<file path="src/rtl/core/min_cost_jump_path_dp_macros.svh">
// Assertion macros shared by the minimum-cost jump path block.
// Depends on nothing; files that check their own logic include it.
`ifndef MIN_COST_JUMP_PATH_DP_MACROS_SVH
`define MIN_COST_JUMP_PATH_DP_MACROS_SVH

// Concurrent check, switched off while reset is asserted.
`define MCJP_ASSERT(lbl, clk, rst_n, prop, msg) \
    lbl: assert property (@(posedge clk) disable iff (!rst_n) prop) else $error(msg);

// Concurrent check that also holds during reset.
`define MCJP_ASSERT_ALWAYS(lbl, clk, prop, msg) \
    lbl: assert property (@(posedge clk) prop) else $error(msg);

`endif

</file>
<file path="src/rtl/core/mcjp_pkg.sv">
// Shared types, constants and sequencer states of the minimum-cost jump path block.
// Depends on nothing; the interfaces, ring, compare unit, top level and testbench import it.
`default_nettype none

package mcjp_pkg;

    localparam int DEF_MAX_JUMP    = 128;
    localparam int DEF_HEIGHT_BITS = 16;
    localparam int COST_BITS       = 48;
    localparam int CFG_BITS        = 8;

    typedef logic [COST_BITS-1:0] cost_t;
    typedef logic [CFG_BITS-1:0]  jump_cfg_t;

    localparam cost_t     COST_MAX       = '1;
    localparam jump_cfg_t MAX_JUMP_RESET = 8'd2;

    typedef enum logic [1:0] {
        ST_IDLE,
        ST_RUN,
        ST_DRAIN,
        ST_WRITE
    } state_t;

    // Sequencer to compare unit.
    typedef struct packed {
        logic clear;
        logic rd_vld;
    } eval_ctl_t;

    // Compare unit back to the sequencer.
    typedef struct packed {
        logic  busy;
        cost_t best;
    } eval_sts_t;

endpackage

`default_nettype wire

</file>
<file path="src/rtl/core/mcjp_eval.sv">
// Shared compare unit: one predecessor per beat, saturating add, running minimum.
// Depends on mcjp_pkg.
`default_nettype none

module mcjp_eval import mcjp_pkg::*; #(
    parameter int HEIGHT_BITS = DEF_HEIGHT_BITS
) (
    input  wire logic                   clk,
    input  wire logic                   rst_n,
    input  wire eval_ctl_t              ctl,
    input  wire logic [HEIGHT_BITS-1:0] h,
    input  wire logic [HEIGHT_BITS-1:0] ph,
    input  wire cost_t                  pc,
    output      eval_sts_t              sts
);

    logic [HEIGHT_BITS-1:0] diff;
    logic [COST_BITS:0]     sum_wide;
    cost_t                  sum;
    logic                   s1_vld_reg;
    logic                   s1_vld_next;
    cost_t                  sum_reg;
    cost_t                  best_reg;

    always_comb
    begin
        diff     = (h >= ph) ? (h - ph) : (ph - h);
        sum_wide = {1'b0, pc} + (COST_BITS + 1)'(diff);
        // A saturated cost stays saturated; a carry out also saturates.
        sum = (pc == COST_MAX || sum_wide[COST_BITS]) ? COST_MAX : sum_wide[COST_BITS-1:0];
        s1_vld_next = ctl.rd_vld && !ctl.clear;
    end

    always_ff @(posedge clk or negedge rst_n)
    begin
        if (!rst_n)
        begin
            s1_vld_reg <= 1'b0;
        end
        else
        begin
            s1_vld_reg <= s1_vld_next;
        end
    end

    always_ff @(posedge clk)
    begin
        sum_reg <= sum;
        if (ctl.clear)
        begin
            best_reg <= COST_MAX;
        end
        else if (s1_vld_reg && (sum_reg < best_reg))
        begin
            best_reg <= sum_reg;
        end
    end

    assign sts.busy = s1_vld_reg;
    assign sts.best = best_reg;

endmodule

`default_nettype wire

</file>
<file path="config.mk">
export PLATFORM = sky130hd
export DESIGN_NAME = mcjp_eval
export DESIGN_NICKNAME = d
export VERILOG_FILES = /design/src/rtl/core/min_cost_jump_path_dp_macros.svh /design/src/rtl/core/mcjp_pkg.sv /design/src/rtl/core/mcjp_eval.sv
export SDC_FILE = /design/constraint.sdc
export NUM_CORES = 1
export LEC_CHECK = 0
export ABC_CLOCK_PERIOD_IN_PS = 2800
export BUFFER_PORTS_ARGS = -buffer_cell sky130_fd_sc_hd__buf_2
export CORE_ASPECT_RATIO = 2
export CORE_MARGIN = 5
export CORE_UTILIZATION = 53
export DETAILED_ROUTE_END_ITERATION = 6
export PLACE_DENSITY = 0.76
export SLEW_MARGIN = 20
export SYNTH_ARGS = -nofsm -noshare
export SYNTH_HDL_FRONTEND = slang
export SYNTH_SLANG_ARGS = --single-unit
</file>
<file path="constraint.sdc">
create_clock -name clk -period 2.8 [get_ports clk]
set_input_delay 0.42 -clock clk [delete_from_list [all_inputs] [get_ports clk]]
set_output_delay 0.42 -clock clk [all_outputs]
set_load 0.02 [all_outputs]
</file>
==> key figures, run 1 <==
Placement
  • Routability Congestion: approximately 0.96
  • Post-place instance area: 0.00942 mm^2
  • Post-DP HPWL: about 18000 um
  • IO Port Bufs: 132
  • # placed instances: ~1400
  • Worst Setup Slack post-DPL: -2030 ps

CTS
  • # clock sinks: 97
  • CTS tree: done
  • Clock Path Buffers: 2
  • Clk slew on worst S/H paths: about 60 ps
  • Worst-skew pair later-pin latency: around 340 ps
  • TritonCTS Buffers: 9
  • H-tree depth: 3
  • Clock Tree Root: clkbuf_16

Layout
  • Final Cell Area: between 0.01 and 0.015 mm^2
  • Layout cells sized above 1: 0.322
  • Area Overhead vs Synth: 38.6%
  • Fin util: 0.745
  • Commonest non-fill, non-tap cell in the layout: buf_4
  • Fin cells: approximately 1400
  • Most frequent cells in the layout: buf_4 (148), buf_2 (131), nor2_1 (120)
  • Filler cell count: 1037
  • Final net count: around 1400

Synthesis
  • Syn Inst Count: just over 900
  • Syn. warnings: 0
  • Register area share after synthesis: 0.262
  • Top_reg_cell synth: dfxtp_1
  • Post-synth EDFFs: 0
  • Asr flop ratio synth: 0.0103
  • Seq cells post-synth: 97
  • Post-Syn Area per Cell: 7.99 um^2
  • Cell Area, Synth: approximately 0.0074 mm^2
  • Syn nets: 1110
  • Unique cell type count in the Yosys netlist: 64

Setup path
  • Critical Path Sink Type: flip-flop
  • Critical Path Sink: sum_reg[45]
  • Kind of critical path: in2reg
  • CP Max Fanout: 8
  • Reg-to-reg startpoint: best_reg[10]
  • Reg2Reg Setup Slack: ~30 ps
  • Critical Path AT: 4540 ps
  • Critical path required time: roughly 3000 ps
  • R2R cell count: 10
  • Reg2reg end: best_reg[21]
  • Startpoint types: input port
  • Worst Setup SP: h[0]

Outcome
  • Outcome: finished with violations
  • Violated checks: negative setup slack

Detailed routing
  • Total wire length: ~24000 um
  • Vias per cell: between 5 and 6
  • Routed len/inst: 17.0 um
  • DRT antenna net count: 0
  • DRC: 0
  • Pre-antenna DRT Iters: 4
  • Via count: around 8000
  • Violation count after the first detailed-routing iteration: 301

Power
  • Lkg Pwr: ~5.4 nW
  • Tot Pwr: about 6.1 mW
  • Peak supply drop: slightly above 300 uV
  • Cell Pwr Density: around 590 mW/mm^2

STA
  • TNS Setup: -68600 ps
  • RSZ-0062 raised after global routing: true
  • FMAX: ~230 MHz
  • Relative slew margins: 0.448
  • Minimum clock period: about 4300 ps
  • Clock Skew: ~6.9 ps
  • Fin worst setup slack: -1510 ps
  • Finish-stage setup viols: 48
  • Fin crit share: 1.54
  • Worst Tran Pin Value: ~820 ps
  • Final Hold Fails: 0
  • Max Slew Vio Count: 0
  • Hold WS: about 300 ps

Job
  • Max cap viols: 0

Global route
  • Pin count of the biggest net entering global routing: 35
  • Global-route wire length before repair: ~36000 um
  • Antenna violations before repair: 1
  • Total track usage: 0.273
  • GR Overflow Total: 0
  • Vias in the first global route: between 8000 and 9000

Hold path
  • Hold Crit Class: in2reg

Die
  • Starting density of the core: 0.537
  • Placement row count: between 60 and 70
  • Core Region: about 0.014 mm^2
  • # IOs: ~130
  • Die height: roughly 180 um
  • Full die area: 0.0166 mm^2
  • Width of the die: roughly 94 um
-- worst min-delay path by stage --
stage / from / depth (start not counted) / slack (ps) / to
finish: ctl[0] / 2 / 300 / s1_vld_reg
global route: ctl[0] / 2 / 310 / s1_vld_reg
CTS: ctl[0] / 2 / 290 / s1_vld_reg
detailed placement: rst_n / 1 / 200 / s1_vld_reg
global placement: rst_n / 1 / 190 / s1_vld_reg
floorplan: rst_n / 0 / 120 / s1_vld_reg
-- metal layers --
layer,routed length (um),up-vias,global-route usage,share of wire
met3,832,122,0.0301,0.035
met1,7320,3678,0.221,0.31
met2,13500,255,0.548,0.57
met5,0,-,0,0
li1,-,3751,-,-
met4,2130,0,0.233,0.090
-- timing repair --
action                                  4_1_cts  5_1_grt
gates cloned                                  2        2
endpoints found under the hold margin         1        0
pin swaps                                    54       24
resized for setup                            75       16
buffers inserted                             13        5
endpoints found under the setup margin       48       83
hold buffers                                  1        0
-- power breakdown --
part           switching (mW)  internal (mW)
Clock                   0.505          0.666
Combinational            1.67           1.45
Sequential              0.168           1.64
-- final cells by class --
class | instances | area, um^2 | share of cell area
Sequential cell | 97 | 1950 | 0.189
Tap cell | 189 | 236 | 0.0230
Clock buffer | 12 | 267 | 0.0259
Clock inverter | 3 | 15.0 | 0.00146
Antenna cell | 1 | 2.50 | 0.000243
Inverter | 98 | 380 | 0.0370
Timing Repair Buffer | 304 | 2100 | 0.204
Multi-Input combinational cell | 698 | 5340 | 0.519
-- synth_stat cells (all sizes together) (2+ instances only) --
cell type / instances / share of area
nand2b: 4 / 0.0034
nor2: 124 / 0.063
ha: 94 / 0.16
and4: 6 / 0.0071
a2111oi: 7 / 0.015
or4: 2 / 0.0020
nor3: 9 / 0.0061
xor2: 23 / 0.027
and3: 11 / 0.0093
o31ai: 3 / 0.0030
a21boi: 4 / 0.0040
inv: 98 / 0.050
a31oi: 8 / 0.0067
fa: 3 / 0.0081
clkbuf: 27 / 0.014
nand3: 26 / 0.018
dfxtp: 96 / 0.26
o21ai: 31 / 0.021
nand4: 20 / 0.017
buf: 9 / 0.0099
o2111ai: 3 / 0.0044
nor4: 5 / 0.0051
a211o: 2 / 0.0024
o211ai: 4 / 0.0059
a21oi: 52 / 0.035
a221oi: 5 / 0.0059
mux2i: 62 / 0.084
or2: 2 / 0.0017
o21bai: 4 / 0.0040
and2: 6 / 0.0051
xnor2: 27 / 0.032
o21a: 8 / 0.0081
a211oi: 8 / 0.0081
mux2: 2 / 0.0030
or3: 2 / 0.0017
nand2: 88 / 0.044
a21o: 22 / 0.022
nor2b: 7 / 0.0059
-- worst max-delay path, cell delays in order --
cell and delay [ps]:
buf_12 110, inv_12 40, ha_4 110, inv_2 30, fa_2 330, a21o_1 210, a2111oi_4 410, o21bai_2 130
o2111ai_2 240, o211ai_4 210, buf_6 190, mux2i_1 180, xor2_1 180, ha_1 270, buf_4 170, o21ai_1 250
nor2_2 110, a211o_4 390, buf_8 150, nand4b_1 100, xor2_1 200, nand2_1 70
-- kinds of logic (layout without fill, tap and decap cells) --
logic type | Yosys count | in the layout | share of synthesized area
buf+inv | 134 | 417 | 0.0731
simple gates | 315 | 315 | 0.192
compound gates | 172 | 172 | 0.160
flops | 97 | 97 | 0.262
other cells | 0 | 1 | 0
fa+ha+maj | 97 | 97 | 0.166
mux | 64 | 64 | 0.0866
xor+xnor | 50 | 50 | 0.0590
No activity file was read; power rests on OpenSTA's default activity.
==> run 2, diff against run 1 <==
ABC_AREA = 1   (was unset)
PLACE_DENSITY = 0.75   (was 0.76)
==> key figures, run 2 <==
Global route
  • Pin count of the biggest net entering global routing: 49 (+40%)
  • Global-route wire length before repair: 52300 um (+46%)
  • Vias in the first global route: 11000 (+35%)
  • Met1 usage: 0.282 (+0.0612)
  • GR Overflow Total: 0 (unchanged)
  • Antenna violations before repair: 0 (-1)
  • Most used routing layer: met2
  • Met3 Usage GRT: 0.0405 (+0.0104)
  • Met2 Use GR: 0.687 (+0.139)
  • Total track usage: 0.351 (+0.0779)

Power
  • Lkg Pwr: 7.25 nW (+33%)
  • Peak supply drop: 309 uV (+0.82%)
  • Cell Pwr Density: 510 mW/mm^2 (-14%)

STA
  • Clock Skew: 6.74 ps (-0.140 ps)
  • Worst Tran Pin Value: 555 ps (-266 ps)
  • Minimum clock period: 3410 ps (-906 ps)
  • Finish-stage setup viols: 48 (unchanged)
  • TNS Setup: -26130 ps (+42470 ps)
  • Relative slew margins: 0.627 (+0.180)
  • RSZ-0062 raised after global routing: true
  • Fin crit share: 1.22 (-0.324)
  • Max Slew Vio Count: 0 (unchanged)
  • Fin worst setup slack: -605 ps (+906 ps)
  • Final Hold Fails: 0 (unchanged)
  • FMAX: 294 MHz (+27%)

Setup path
  • Reg2reg end: best_reg[11]
  • Critical Path Sink: sum_reg[34]
  • Reg-to-reg startpoint: best_reg[47]
  • Critical Path AT: 3640 ps (-900 ps)
  • Reg2Reg Setup Slack: 340 ps (+310 ps)
  • R2R cell count: 12 (+2)
  • Critical Path Sink Type: flip-flop
  • Worst Setup SP: ph[1]
  • CP Max Fanout: 5 (-3)
  • Startpoint types: input port
  • Critical path required time: 3040 ps (about the same)
  • Kind of critical path: in2reg

Synthesis
  • Unique cell type count in the Yosys netlist: 43 (-33%)
  • Top_reg_cell synth: dfxtp_1
  • Area fraction of the dominant cell type after synthesis: 0.221 (-0.0376)
  • Seq cells post-synth: 97 (unchanged)
  • Post-synth EDFFs: 0 (unchanged)
  • Largest cells by area after synthesis: dfxtp_1 (22%), nand2_1 (17%), ha_1 (14%), nand3_1 (11%), inv_1 (10%)
  • Syn Inst Count: 1382 (+49%)
  • Most common cell in the netlist: nand2_1
  • Asr flop ratio synth: 0.0103 (unchanged)
  • Cell Area, Synth: 0.00868 mm^2 (+17%)
  • Syn. warnings: 0 (unchanged)
  • Register area share after synthesis: 0.224 (-0.0380)
  • Synth top cells by count: nand2_1 (382), inv_1 (234), nand3_1 (184)
  • Post-Syn Area per Cell: 6.28 um^2 (-21%)
  • Syn nets: 1563 (+41%)
  • Post-synth top area cell: dfxtp_1

Detailed routing
  • Routed len/inst: 18.5 um (+9.2%)
  • Total wire length: 36000 um (+51%)
  • Vias per cell: 5.54 (-0.46%)
  • Violation count after the first detailed-routing iteration: 509 (+69%)
  • Pre-antenna DRT Iters: 4 (unchanged)
  • DRT antenna net count: 0 (unchanged)
  • Via count: 10800 (+38%)
  • DRC: 0 (unchanged)

Layout
  • Fin cells: 1943 (+39%)
  • Layout cells sized above 1: 0.377 (+0.0549)
  • Area Overhead vs Synth: 49.0%
  • Filler cell count: 1174 (+13%)
  • Most frequent cells in the layout: nand2_1 (324), buf_4 (217), inv_1 (214)
  • Ant diodes: 0 (-1)
  • Final net count: 1918 (+38%)
  • Commonest non-fill, non-tap cell in the layout: nand2_1

CTS
  • Clock Tree Root: clkbuf_16
  • Worst-skew pair later-pin latency: 350 ps (about the same)
  • # clock sinks: 97 (unchanged)
  • TritonCTS Buffers: 9 (unchanged)
  • Clock Path Buffers: 2 (unchanged)
  • H-tree depth: 3 (unchanged)
  • CTS tree: done
  • Clk slew on worst S/H paths: 60 ps (about the same)

Die
  • Core Region: 0.0162 mm^2 (+17%)
  • Placement row count: 66 (+8.2%)
  • Width of the die: 101 um (+7.3%)
  • Starting density of the core: 0.537 (-0.000887)
  • # IOs: 133 (unchanged)
  • Die height: 191 um (+7.7%)
  • Full die area: 0.0192 mm^2 (+16%)

Placement
  • IO Port Bufs: 132 (unchanged)
  • # placed instances: 1898 (+39%)
  • Routability Congestion: 1.02 (+6.3%)
  • Post-DP HPWL: 27200 um (+52%)

Hold path
  • Hold Crit Class: in2reg

Outcome
  • Violated checks: negative setup slack
  • Outcome: finished with violations

Job
  • Max cap viols: 0 (unchanged)
## run 2: cell count changes in the layout (fill, tap and decap cells not counted), moves of 57 or more
cell,before,now
inv_1,94,214
mux2i_1,58,0
nand2_2,3,60
nand2_1,85,324
buf_4,148,217
nand3_1,20,161
## run 2: worst min-delay path by stage
| stage | slack (ps) | end | cells after the start | startpoint |
|---|---|---|---|---|
| finish | 220 | s1_vld_reg | 2 | ctl[1] |
| global route | 230 | s1_vld_reg | 2 | ctl[1] |
| CTS | 220 | s1_vld_reg | 2 | ctl[1] |
| detailed placement | 200 | s1_vld_reg | 1 | rst_n |
| global placement | 190 | s1_vld_reg | 1 | rst_n |
| floorplan | 120 | s1_vld_reg | 0 | rst_n |
## run 2: kinds of logic (layout without fill, tap and decap cells)
logic type / Yosys count / count (layout) / share of synthesized area
xor gates and xnor gates: 31 / 31 / 0.0313
adders and majority gates: 97 / 97 / 0.142
buffers and inverters: 274 / 631 / 0.127
AOI/OAI and AO/OA: 110 / 110 / 0.0692
and+or+nand+nor: 773 / 773 / 0.406
DFF: 97 / 97 / 0.224
## run 2: where the power goes
group	internal [mW]	switching, mW
Sequential	1.60	0.155
Clock	0.674	0.517
Combinational	1.66	2.00
Total	3.93	2.67
## run 2: routing by layer
layer | part of all wire | wire [um] | vias to the layer above
li1 | - | - | 5119
met1 | 0.30 | 10800 | 4945
met2 | 0.54 | 19600 | 483
met3 | 0.042 | 1510 | 221
met4 | 0.11 | 4130 | 0
met5 | 0 | 0 | -
## run 2: repair_timing
item / in CTS / in global routing
cloned: 6 / 1
buffers inserted: 14 / 16
setup endpoints to repair: 48 / 48
pin swaps: 40 / 62
endpoints found under the hold margin: 1 / 0
resized for setup: 154 / 121
hold buffers: 1 / 0
## run 2: cell type report
| cell class | count | area [um^2] | share of cell area |
|---|---|---|---|
| Multi-Input combinational cell | 1011 | 6820 | 0.527 |
| Clock inverter | 4 | 47.5 | 0.00367 |
| Clock buffer | 9 | 225 | 0.0174 |
| Timing Repair inverter | 1 | 8.76 | 0.000677 |
| Timing Repair Buffer | 375 | 2710 | 0.210 |
| Inverter | 242 | 928 | 0.0717 |
| Sequential cell | 97 | 1950 | 0.150 |
| Tap cell | 204 | 255 | 0.0197 |
## run 2: critical path: stages
cell and delay (ps):
buf_2 130, buf_6 120, inv_1 80, fa_2 380
nand2_2 100, nand2_4 70, nand2_4 90, nand3_4 80
o21ai_4 160, nand2_4 140, buf_8 170, nand2_2 60
nand2_2 50, inv_2 60, ha_4 210, buf_6 120
a21o_1 200, buf_4 140, nand2_1 60, nand2_1 80
inv_1 90, nand2_1 130, nand2_2 120, nand3_2 120
nand4_1 160, nand3_4 80
## run 2: through the flow
step | hold WS [ps] | setup WS (ps) | power (mW) | utilization | instance area, um^2
after global placement | 194 | -1130 | 4.59 | 0.695 | 11200
after CTS | 218 | -467 | 6.20 | 0.762 | 12300
after floorplan | 124 | -519 | 3.36 | - | 8880
final | 220 | -605 | 6.60 | 0.799 | 12900
after global routing | 226 | -709 | 6.96 | 0.799 | 12900
after detailed placement | 196 | -1120 | 4.67 | 0.695 | 11200
